### config.mk
export PLATFORM = sky130hd
export DESIGN_NAME = start_field_order_parser
export DESIGN_NICKNAME = d
export VERILOG_FILES = /design/src/rtl/sfop_pkg.sv /design/src/rtl/start_field_order_parser.sv /design/src/rtl/sfop_core.sv
export VERILOG_INCLUDE_DIRS = /design/src /design/src/rtl
export SDC_FILE = /design/constraint.sdc
export NUM_CORES = 1
export LEC_CHECK = 0
export BUFFER_PORTS_ARGS = -buffer_cell sky130_fd_sc_hd__clkbuf_2
export CAP_MARGIN = 20
export CORE_MARGIN = 1.5
export CORE_UTILIZATION = 40
export CTS_BUF_LIST = sky130_fd_sc_hd__clkbuf_4
export DETAILED_ROUTE_END_ITERATION = 7
export SLEW_MARGIN = 20
export SYNTH_ARGS = -nofsm -noshare
export SYNTH_HDL_FRONTEND = slang
export SYNTH_HIERARCHICAL = 1
export SYNTH_SLANG_ARGS = --single-unit
### constraint.sdc
create_clock -name clk -period 4.9 [get_ports clk]
set_input_delay 0 -clock clk [delete_from_list [all_inputs] [get_ports clk]]
set_output_delay 0 -clock clk [all_outputs]
set_load 0.03 [all_outputs]
### src/rtl/start_field_order_parser_macros.svh
// Assertion macros shared by the parser RTL.
`ifndef START_FIELD_ORDER_PARSER_MACROS_SVH
`define START_FIELD_ORDER_PARSER_MACROS_SVH

`ifndef ASSERT_OFF

// Same-cycle implication, sampled on the rising clock edge, off during reset
`define SFOP_ASSERT_SAME(lbl, clk_sig, rstn_sig, ante, cons, msg) \
    lbl: assert property (@(posedge clk_sig) disable iff (!rstn_sig) \
        (ante) |-> (cons)) else $error(msg);

// Next-cycle implication, sampled on the rising clock edge, off during reset
`define SFOP_ASSERT_NEXT(lbl, clk_sig, rstn_sig, ante, cons, msg) \
    lbl: assert property (@(posedge clk_sig) disable iff (!rstn_sig) \
        (ante) |=> (cons)) else $error(msg);

`else

`define SFOP_ASSERT_SAME(lbl, clk_sig, rstn_sig, ante, cons, msg)
`define SFOP_ASSERT_NEXT(lbl, clk_sig, rstn_sig, ante, cons, msg)

`endif

`endif

### src/rtl/sfop_pkg.sv
`default_nettype none

package sfop_pkg;

    // Order framing constants
    localparam logic [7:0]  SF_CODE   = 8'h1D;
    localparam logic [7:0]  ATTR_MASK = 8'hE0;
    localparam logic [7:0]  ATTR_TAG  = 8'h20;
    localparam logic [15:0] MIN_LEN   = 16'd5;

    // Byte roles
    localparam logic [3:0] ROLE_CODE     = 4'd0;
    localparam logic [3:0] ROLE_FFW1     = 4'd1;
    localparam logic [3:0] ROLE_FFW2     = 4'd2;
    localparam logic [3:0] ROLE_FCW_HIGH = 4'd3;
    localparam logic [3:0] ROLE_FCW_LOW  = 4'd4;
    localparam logic [3:0] ROLE_ATTR     = 4'd5;
    localparam logic [3:0] ROLE_LEN_HIGH = 4'd6;
    localparam logic [3:0] ROLE_LEN_LOW  = 4'd7;
    localparam logic [3:0] ROLE_DATA     = 4'd8;
    localparam logic [3:0] ROLE_BEYOND   = 4'd9;

    // Final status codes
    localparam logic [2:0] ST_OK         = 3'd0;
    localparam logic [2:0] ST_TOO_SHORT  = 3'd1;
    localparam logic [2:0] ST_BAD_CODE   = 3'd2;
    localparam logic [2:0] ST_TRUNC_ATTR = 3'd3;
    localparam logic [2:0] ST_TRUNC_LEN  = 3'd4;

    // Parser phase, one-hot
    typedef enum logic [8:0] {
        PH_CODE        = 9'b000000001,
        PH_FFW1        = 9'b000000010,
        PH_FFW2        = 9'b000000100,
        PH_FCW_OR_ATTR = 9'b000001000,
        PH_FCW_LOW     = 9'b000010000,
        PH_LEN_HI      = 9'b000100000,
        PH_LEN_LO      = 9'b001000000,
        PH_DATA        = 9'b010000000,
        PH_BEYOND      = 9'b100000000
    } phase_t;

    // Result word payload, first field in the high bits
    typedef struct packed {
        logic [15:0] bytes_consumed;
        logic [2:0]  status;
        logic [15:0] field_length;
        logic [15:0] control_word;
        logic [7:0]  byte_value;
        logic [3:0]  byte_role;
    } result_t;

endpackage

`default_nettype wire

### src/rtl/start_field_order_parser.sv
// Start Field order parser.
// Input stream: one word per order byte; tdata holds the byte, tlast marks the
// final byte of the buffer. Output stream: one word per input word, carrying
// the byte's role, the byte itself, the assembled control word and field
// length, and on the final byte (tlast high) the status and bytes consumed.
// Path: a word accepted into the input register passes through the parse logic
// into the result register, from which it is offered on the output.
// Throughput: one word per cycle unless the output stalls; the parse state is a
// single one-hot phase register plus 16-bit counters updated in the same cycle
// the byte moves from the input register into the result register.
// Reset: both stages empty, parser waits for the order code of a new buffer.
// After every tlast word the parser also returns to that state.
// Output stall: the result register holds its word; the input register still
// takes one more word, and s_axis_tready drops only when both are full.
`default_nettype none

`include "start_field_order_parser_macros.svh"

module start_field_order_parser (
    input  wire         clk,
    input  wire         rst_n,
    input  wire         s_axis_tvalid,
    output logic        s_axis_tready,
    input  wire  [7:0]  s_axis_tdata,   // [7:0] data_byte
    input  wire         s_axis_tlast,
    output logic        m_axis_tvalid,
    input  wire         m_axis_tready,
    output logic [63:0] m_axis_tdata,   // [3:0] byte_role, [11:4] byte_value,
                                        // [27:12] control_word, [43:28] field_length,
                                        // [46:44] status, [62:47] bytes_consumed
    output logic        m_axis_tlast
);

    logic              in_valid_reg;
    logic [7:0]        in_byte_reg;
    logic              in_last_reg;
    logic              out_valid_reg;
    sfop_pkg::result_t out_word_reg;
    logic              out_last_reg;

    logic              advance;
    logic              in_take;
    sfop_pkg::result_t core_result;

    // Move a word from the input register to the result register
    assign advance       = in_valid_reg && (!out_valid_reg || m_axis_tready);
    assign s_axis_tready = !in_valid_reg || advance;
    assign in_take       = s_axis_tvalid && s_axis_tready;

    sfop_core u_core (
        .clk       (clk),
        .rst_n     (rst_n),
        .step_en   (advance),
        .data_byte (in_byte_reg),
        .last_byte (in_last_reg),
        .result    (core_result)
    );

    // Input register
    always_ff @(posedge clk or negedge rst_n)
    begin
        if (!rst_n)
        begin
            in_valid_reg <= 1'b0;
        end
        else if (in_take)
        begin
            in_valid_reg <= 1'b1;
        end
        else if (advance)
        begin
            in_valid_reg <= 1'b0;
        end
    end

    always_ff @(posedge clk)
    begin
        if (in_take)
        begin
            in_byte_reg <= s_axis_tdata;
            in_last_reg <= s_axis_tlast;
        end
    end

    // Result register
    always_ff @(posedge clk or negedge rst_n)
    begin
        if (!rst_n)
        begin
            out_valid_reg <= 1'b0;
        end
        else if (advance)
        begin
            out_valid_reg <= 1'b1;
        end
        else if (m_axis_tready)
        begin
            out_valid_reg <= 1'b0;
        end
    end

    always_ff @(posedge clk)
    begin
        if (advance)
        begin
            out_word_reg <= core_result;
            out_last_reg <= in_last_reg;
        end
    end

    assign m_axis_tvalid = out_valid_reg;
    assign m_axis_tdata  = {1'b0, out_word_reg};
    assign m_axis_tlast  = out_last_reg;

    // An empty input register always takes a word
    `SFOP_ASSERT_SAME(a_empty_ready, clk, rst_n, !in_valid_reg, s_axis_tready, "input stage empty but not ready")
    // A parsed word always lands in the result register
    `SFOP_ASSERT_NEXT(a_advance_lands, clk, rst_n, advance, out_valid_reg, "parsed word lost")
    // A held input word is not dropped while the output stalls
    `SFOP_ASSERT_NEXT(a_hold_input, clk, rst_n, in_valid_reg && !advance, in_valid_reg, "held input word dropped")

endmodule

`default_nettype wire

### src/rtl/sfop_core.sv
`default_nettype none

// Parser state and per-byte decode. State advances only when step_en is high.
module sfop_core (
    input  wire                    clk,
    input  wire                    rst_n,
    input  wire                    step_en,
    input  wire  [7:0]             data_byte,
    input  wire                    last_byte,
    output sfop_pkg::result_t      result
);

    sfop_pkg::phase_t phase_reg, phase_next, phase_calc;
    logic [15:0] byte_count_reg, byte_count_next;
    logic [7:0]  pend_reg, pend_next, pend_calc;
    logic [15:0] length_reg, length_next, length_calc;
    logic [15:0] remain_reg, remain_next, remain_calc;
    logic [15:0] end_count_reg, end_count_next;
    logic [2:0]  error_reg, error_next, error_calc;

    logic [15:0] byte_count_inc;
    logic [15:0] end_count_inc;
    logic [15:0] remain_dec;
    logic [3:0]  role;
    logic [15:0] cw;
    logic        used;
    logic [2:0]  st;

    assign byte_count_inc = (byte_count_reg == 16'hFFFF) ? byte_count_reg
                                                         : byte_count_reg + 16'd1;
    assign remain_dec = remain_reg - 16'd1;

    // Phase decode for the current byte
    always_comb
    begin
        phase_calc  = phase_reg;
        pend_calc   = pend_reg;
        length_calc = length_reg;
        remain_calc = remain_reg;
        error_calc  = error_reg;
        role        = sfop_pkg::ROLE_BEYOND;
        cw          = 16'd0;
        used        = 1'b1;
        unique case (phase_reg)
            sfop_pkg::PH_CODE:
            begin
                role = sfop_pkg::ROLE_CODE;
                if (data_byte == sfop_pkg::SF_CODE)
                begin
                    phase_calc = sfop_pkg::PH_FFW1;
                end
                else
                begin
                    error_calc = sfop_pkg::ST_BAD_CODE;
                    phase_calc = sfop_pkg::PH_BEYOND;
                end
            end
            sfop_pkg::PH_FFW1:
            begin
                role       = sfop_pkg::ROLE_FFW1;
                phase_calc = sfop_pkg::PH_FFW2;
            end
            sfop_pkg::PH_FFW2:
            begin
                role       = sfop_pkg::ROLE_FFW2;
                phase_calc = sfop_pkg::PH_FCW_OR_ATTR;
                if (last_byte)
                begin
                    error_calc = sfop_pkg::ST_TRUNC_ATTR;
                end
            end
            sfop_pkg::PH_FCW_OR_ATTR:
            begin
                if (!last_byte && ((data_byte & sfop_pkg::ATTR_MASK) != sfop_pkg::ATTR_TAG))
                begin
                    role       = sfop_pkg::ROLE_FCW_HIGH;
                    pend_calc  = data_byte;
                    phase_calc = sfop_pkg::PH_FCW_LOW;
                end
                else
                begin
                    role       = sfop_pkg::ROLE_ATTR;
                    phase_calc = sfop_pkg::PH_LEN_HI;
                    if (last_byte)
                    begin
                        error_calc = sfop_pkg::ST_TRUNC_LEN;
                    end
                end
            end
            sfop_pkg::PH_FCW_LOW:
            begin
                role       = sfop_pkg::ROLE_FCW_LOW;
                cw         = {pend_reg, data_byte};
                phase_calc = sfop_pkg::PH_FCW_OR_ATTR;
                if (last_byte)
                begin
                    error_calc = sfop_pkg::ST_TRUNC_ATTR;
                end
            end
            sfop_pkg::PH_LEN_HI:
            begin
                role       = sfop_pkg::ROLE_LEN_HIGH;
                pend_calc  = data_byte;
                phase_calc = sfop_pkg::PH_LEN_LO;
                if (last_byte)
                begin
                    error_calc = sfop_pkg::ST_TRUNC_LEN;
                end
            end
            sfop_pkg::PH_LEN_LO:
            begin
                role        = sfop_pkg::ROLE_LEN_LOW;
                length_calc = {pend_reg, data_byte};
                remain_calc = {pend_reg, data_byte};
                phase_calc  = ({pend_reg, data_byte} == 16'd0) ? sfop_pkg::PH_BEYOND
                                                               : sfop_pkg::PH_DATA;
            end
            sfop_pkg::PH_DATA:
            begin
                role        = sfop_pkg::ROLE_DATA;
                remain_calc = remain_dec;
                if (remain_dec == 16'd0)
                begin
                    phase_calc = sfop_pkg::PH_BEYOND;
                end
            end
            default:
            begin
                role       = sfop_pkg::ROLE_BEYOND;
                used       = 1'b0;
                phase_calc = sfop_pkg::PH_BEYOND;
            end
        endcase
    end

    // Bytes the order used, saturating
    assign end_count_inc = (!used || end_count_reg == 16'hFFFF) ? end_count_reg
                                                                : end_count_reg + 16'd1;

    // Final status; short buffer wins over any other error
    assign st = (byte_count_inc < sfop_pkg::MIN_LEN) ? sfop_pkg::ST_TOO_SHORT : error_calc;

    always_comb
    begin
        result.byte_role      = role;
        result.byte_value     = data_byte;
        result.control_word   = cw;
        result.field_length   = length_calc;
        result.status         = last_byte ? st : sfop_pkg::ST_OK;
        result.bytes_consumed = (last_byte && st == sfop_pkg::ST_OK) ? end_count_inc : 16'd0;
    end

    // Next state: the last byte of a buffer returns everything to reset
    always_comb
    begin
        if (last_byte)
        begin
            phase_next      = sfop_pkg::PH_CODE;
            byte_count_next = 16'd0;
            pend_next       = 8'd0;
            length_next     = 16'd0;
            remain_next     = 16'd0;
            end_count_next  = 16'd0;
            error_next      = sfop_pkg::ST_OK;
        end
        else
        begin
            phase_next      = phase_calc;
            byte_count_next = byte_count_inc;
            pend_next       = pend_calc;
            length_next     = length_calc;
            remain_next     = remain_calc;
            end_count_next  = end_count_inc;
            error_next      = error_calc;
        end
    end

    always_ff @(posedge clk or negedge rst_n)
    begin
        if (!rst_n)
        begin
            phase_reg      <= sfop_pkg::PH_CODE;
            byte_count_reg <= 16'd0;
            pend_reg       <= 8'd0;
            length_reg     <= 16'd0;
            remain_reg     <= 16'd0;
            end_count_reg  <= 16'd0;
            error_reg      <= sfop_pkg::ST_OK;
        end
        else if (step_en)
        begin
            phase_reg      <= phase_next;
            byte_count_reg <= byte_count_next;
            pend_reg       <= pend_next;
            length_reg     <= length_next;
            remain_reg     <= remain_next;
            end_count_reg  <= end_count_next;
            error_reg      <= error_next;
        end
    end

endmodule

`default_nettype wire

Word level (Yosys, flattened, before mapping)
Cells that the tools add are included.

Bits of input ports: 13. ROM bits: 0. Memories: 0. Output and inout port bits: 67. RAM bits: 0. Latch bits: 0. Register bits: 159. Logic and storage cells: 90.

$add $sub $neg: 3. Muxes and demuxes: 31. Multiply operators: 0. Reductions and logical operators: 23. Bitwise gates (word level): 0. Equal/unequal tests: 14. $lt $le $gt $ge: 1. Shift operators: 0. Divide/modulo/power cells: 0.

Operators with widths (count): $mux W16 (7); $pmux W9 S7 (1); $mux W9 (4); $add A16 B1 Y16 const B (2); $eq A16 B16 Y1 const B (2); $logic_not A16 Y1 (2); $pmux W16 S2 (1); $pmux W4 S8 (1); $mux W3 (7); $lt A16 B3 Y1 const B (1); $mux W8 (2); $pmux W8 S2 (1); $sub A16 B1 Y16 const B (1); $pmux W3 S4 (1); $eq A9 B1 Y1 const B (1); $eq A9 B2 Y1 const B (1); $eq A9 B3 Y1 const B (1); $eq A9 B4 Y1 const B (1); $eq A9 B5 Y1 const B (1); $eq A9 B6 Y1 const B (1); $eq A9 B7 Y1 const B (1); $eq A9 B8 Y1 const B (1); $eq A8 B5 Y1 const B (1); $reduce_or A8 Y1 (1); 13 further kinds (29).

Logic depth before layout (Yosys ltp)
Depth after elaboration: 7. Mapped depth: 10. Depth with buffers taken out: 8.

Cells and area by module
The synthesis kept the hierarchy.

By module, submodules not included: sfop_core (cells an instance 715, area an instance 5950.7 um^2, instances 1); start_field_order_parser (cells an instance 83, area an instance 2307.2 um^2, instances 1).

Worst setup path before layout
OpenSTA, ideal clock, no wires.

Path type: register -> register. Start point: register out_valid_reg, in the netlist m_axis_tvalid. End point: register u_core.remain_reg[11]. Stages on the path, launching flop included: 10. Arrival: 3357 ps. Setup slack: 1466 ps. Cell sequence: dfrtp_1 nand2b_1 and2_1 clkbuf_1 inv_1 nor2_1 clkbuf_1 o311a_1 o21ai_0 o21ai_1.

Word-level cells in the longest chain between the ends: 4.

Ends and longest elaborated chain: start: declaration (RTL line start_field_order_parser.sv:37) `logic out_valid_reg;`; start signal: assignment (RTL line start_field_order_parser.sv:90) `out_valid_reg <= 1'b0;`; start signal: assignment (RTL line start_field_order_parser.sv:94) `out_valid_reg <= 1'b1;`; start signal: assignment (RTL line start_field_order_parser.sv:98) `out_valid_reg <= 1'b0;`; $logic_not A1 Y1 (RTL line start_field_order_parser.sv:46) `assign advance = in_valid_reg && (!out_valid_reg || m_axis_tready);`; $logic_or A1 B1 Y1 (RTL line start_field_order_parser.sv:46); $logic_and A1 B1 Y1 (RTL line start_field_order_parser.sv:46); net advance (RTL line start_field_order_parser.sv:41) `logic advance;`; $reduce_and A2 Y1 (no source line); end signal: assignment (RTL line sfop_core.sv:196) `remain_reg <= remain_next;`; end: declaration (RTL line sfop_core.sv:17) `logic [15:0] remain_reg, remain_next, remain_calc;`.

The timed path passes the listed nets, and every way through them passes these cells. A chain may end at the register's enable or synchronous reset.

Worst setup path after layout
Start point: register u_core.phase_reg[5]. End point: register out_word_reg (netlist bit m_axis_tdata[61]), data pin.

Word-level cells in the longest chain between the ends: 6. Elaborated cells on any way between the ends: 18. Classes of those cells: 8 x eq/ne; 4 x mux; 6 x reduce/logical.

Ends and longest elaborated chain: start: declaration (RTL line sfop_core.sv:13) `sfop_pkg::phase_t phase_reg, phase_next, phase_calc;`; start signal: assignment (RTL line sfop_core.sv:182) `phase_reg <= sfop_pkg::PH_CODE;`; start signal: assignment (RTL line sfop_core.sv:192) `phase_reg <= phase_next;`; $eq A9 B3 Y1 (tied with other cells) (RTL line sfop_core.sv:44) `unique case (phase_reg)`; $reduce_or A2 Y1 (no source line) or $reduce_or A8 Y1 (tied branches); $pmux W3 S4 or $mux W1 (tied branches) (RTL line sfop_core.sv:44); $mux W3 or $logic_not A1 Y1 (tied branches) (RTL line sfop_core.sv:141, sfop_core.sv:137); $logic_not A3 Y1 or $logic_or A1 B1 Y1 (tied branches) (RTL line sfop_core.sv:150, sfop_core.sv:137); $logic_and A1 B1 Y1 or $mux W16 (tied branches) (RTL line sfop_core.sv:150, sfop_core.sv:137); end signal: assignment (RTL line start_field_order_parser.sv:106) `out_word_reg <= core_result;`; end: declaration (RTL line start_field_order_parser.sv:38) `sfop_pkg::result_t out_word_reg;`.

Parallel ways exist; a longest one is shown, timed or not.

==> results.txt <==
The maximum clock skew at final layout is 0.0208 ns. The tools report the number of max-cap violations as 0. The die extent in x is 147 µm, and the leakage dissipation is 3.82 nW.

In the final routed layout, each cell accounts on average for 18.2 µm. For this run, the register share of the synthesized area comes to 52.6%. Count of mapped cells out of synthesis: 798. Setup violations remaining at the end of the flow were counted as 0.

Initial core utilization: 40.8%. The tools report the type of destination of the critical path as a flip-flop. For this block, the via count after detailed routing is 6520.

Die area: 21500 µm². Along the worst path, the maximum fanout reaches 21. The number of buffers inserted by port buffering came out at 78.

Ranked by total cell area, the synthesized netlist is headed by edfxtp_1 (27%), dfrtp_1 (26%), nand2_1 (3.9%). The area growth from synthesis to layout is 12.1%. Headroom to the max-slew limit came out at 39.5%.

CTS built an H-tree with a depth of 4. Routability-driven placement finished with a final weighted congestion of 0.870. The fraction of final layout cells with drive strength greater than 1 came out at 17.5%.

The first detailed-routing pass ran for 5 iterations. The cell area that synthesis handed to floorplanning was 8260 µm². The tools report the remaining global-route overflow as 0. The largest individual stage delay along the critical path comes from the cell o2111ai_2. Among cell families on the critical path, the largest total delay comes from simple AND/OR/NAND/NOR gates. The first-iteration detailed-routing DRC count is 437, and the clock-pin slew of the registers on the worst-case setup and hold paths is 0.15 ns.

The fraction of registers with async set or reset after synthesis is 54.1%. The initial antenna violation count is 1, and the sink count of the clock tree is 159. Summed over its instances, the top area cell type makes up 26.5% of the synthesized netlist area.

Dividing the detail-routed via count by the number of cells gives 5.71. After detailed placement, the total cell area comes to 8780 µm². The residual DRC count came out at 0. The power density over cell area works out to 326 nW/µm².

The startpoint type of the worst setup path was a flip-flop. STA puts the critical path data arrival time at 3.68 ns. In this design, the stage delay of the slowest critical-path cell is 0.76 ns.

TritonCTS built the clock tree. The sum of negative setup slack is 0 ns. The total area of sequential cells was 4350 µm²; the number of nets still failing antenna checks after routing was 0.

The dominant register cell in the synthesized netlist is dfrtp_1. The number of buffers and inverters on the critical path is 0. Leading area contributor after synthesis: edfxtp_1. Cell internal power was estimated by the tool at 1.95 mW. In this run the vertical extent of the chip is 147 µm.

The synthesized netlist contains 78 unique library cells. For the combinational power share, the log shows 19.9%. The critical path goes through or4_1, or3_1, o2111ai_2, nand4_1, xor2_1, nor4b_1.

Worst-margin pin slew: 0.903 ns. In this run the deepest clock path goes through 2 buffers. The number of nets in the synthesized netlist is 815. The filler cell count came out at 1948. For the placeable core region, the log shows 20200 µm².

For the maximum number of pins on one net before global-route repair, the log shows 69. The first global-routing pass estimated 33400 µm of wire. The share of total power dissipated in sequential elements is 53.9%. After clock tree synthesis, the flow added hold-fix buffers numbering 15. Part of the cycle the worst path needs: 67.0%. The run gives 0 as the final max-slew violation count. The floorplan has 52 rows. Buffers inserted during clock tree synthesis total 17.

The setup path with the least slack is of type flip-flop to flip-flop. The overall routing resource usage is 19.7%. Once the clock tree was built, the resizer swapped 0 gates to a different size. The post-CTS setup buffer count was 0. The number of flops mapped to enable cells by yosys was 73; the synthesis warning total was 6.

For this block, the routed nets add up to 20800 µm of wire. The number of placed I/O pins is 80. Clock network power share: 26.3%. The number of flip-flops under the largest register name was 63; the number of synthesized register bits was 159.

Setup repair after global routing left no endpoint under its margin. The run finished with clean final reports. The total half-perimeter wirelength after legalization and detailed placement came out at 13500 µm. Summing all multi-input logic gate instances after layout gives 3540 µm². In this run switching power makes up 35.5% of total power. The routed design could run at a clock period as short as 3.28 ns. A synthesized cell averages 10.3 µm². At the later pin of the worst-skew pair, clock insertion delay measures 0.59 ns.

Cell with the most instances after synthesis: nand2_1. The post-route cell area came out at 9260 µm². The final net count is 875. The worst hold path belongs to the class input pin to flip-flop. The tools report the final hold violation count as 0. For this design the total switching power over the nets is 1.07 mW. The via count of the first global-routing pass is 6149. In the synthesized netlist, the cells that appear most often are nand2_1 (86), dfrtp_1 (85), edfxtp_1 (73), nor2_1 (45), o21ai_0 (36). The maximum clock rate was 0.305 GHz. Largest voltage drop on the vdd net: 0.000122 V.

Clock root buffer master: clkbuf_4. For the worst setup path, the data required time is 5.30 ns.
## cells by family (layout without fill, tap and decap cells)
kind of cell             Yosys count  count (layout)  synth area share (%)
AND/OR/NAND/NOR                  317             317                  21.9
AO/OA/AOI/OAI                    195             195                  16.2
flip-flops                       159             159                  52.6
buffers and inverters             87             160                  4.70
XOR/XNOR                          25              25                  2.65
multiplexers                      10              10                  1.27
adder cells (fa/ha/maj)            4               4                 0.606
other                              1               2                0.0454
## per-stage QoR
stage / instances / utilization (%) / power, mW / hold WS, ns / setup slack, ns
finish: 1142 / 45.7 / 3.02 / 0.122 / 1.62
global route: 1142 / 45.7 / 3.17 / 0.0761 / 1.37
CTS: 1140 / 45.7 / 3.04 / 0.0680 / 1.54
detailed placement: 1093 / 43.4 / 2.23 / 0.0410 / 1.57
global placement: 1093 / 43.4 / 2.23 / 0.0400 / 1.64
floorplan: 798 / - / 2.06 / -0.296 / 1.47
## routing by layer
layer / wire, µm / GRT usage (%) / share of wire, % / vias up
met2: 10300 / 32.1 / 49 / 174
met4: 196 / 5.76 / 0.94 / 0
li1: - / - / - / 3102
met1: 9450 / 26.8 / 45 / 3231
met3: 868 / 3.53 / 4.2 / 13
met5: 0 / 0 / 0 / -
## power by group through the flow
stage,Clock (mW),Combinational (mW),Sequential (mW)
after floorplan,0,0.374,1.69
after global placement,0,0.576,1.65
after detailed placement,0,0.580,1.65
after CTS,0.822,0.596,1.63
after global routing,0.875,0.654,1.64
final,0.793,0.600,1.63
## final timing paths
check / cells past startpoint / end / slack, ns / start
max in group asynchronous: 4 / u_core/byte_count_reg[2] / 3.82 / rst_n
setup reg to reg: 6 / m_axis_tdata[61] / 1.62 / u_core/phase_reg[5]
hold / removal: 2 / in_byte_reg[1] / 0.12 / s_axis_tdata[1]
setup / recovery: 6 / m_axis_tdata[61] / 1.62 / u_core/phase_reg[5]
min in group asynchronous: 4 / u_core/pend_reg[2] / 0.47 / rst_n
hold reg to reg: 1 / u_core/error_reg[0] / 0.52 / u_core/error_reg[0]
## worst reg2reg max path: stages, from the launching register on
cell and delay, ns:
dfrtp_1 0.49, or4_1 0.58, or3_1 0.46, o2111ai_2 0.76, nand4_1 0.32, xor2_1 0.23, nor4b_1 0.28
## final cells by class
cell class	instances	area share (%)
tap	270	3.65
antenna	1	0.0270
clock buffer	17	1.38
inverter	24	0.973
clock inverter	15	1.80
timing repair buffer	104	6.95
multi-input combinational	552	38.3
sequential	159	47.0
## cell usage in the layout, fill, tap and decap left out, types with 18 or more instances in the layout
cell type,n
o21ai_0,36
nand2_1,86
inv_1,23
a22o_1,24
edfxtp_1,73
nand4_1,18
nor3_1,28
dfrtp_1,85
and2_1,23
nand3_1,20
nor2_1,45
a21oi_1,35
clkbuf_2,77
No activity file was read; power rests on OpenSTA's default activity.
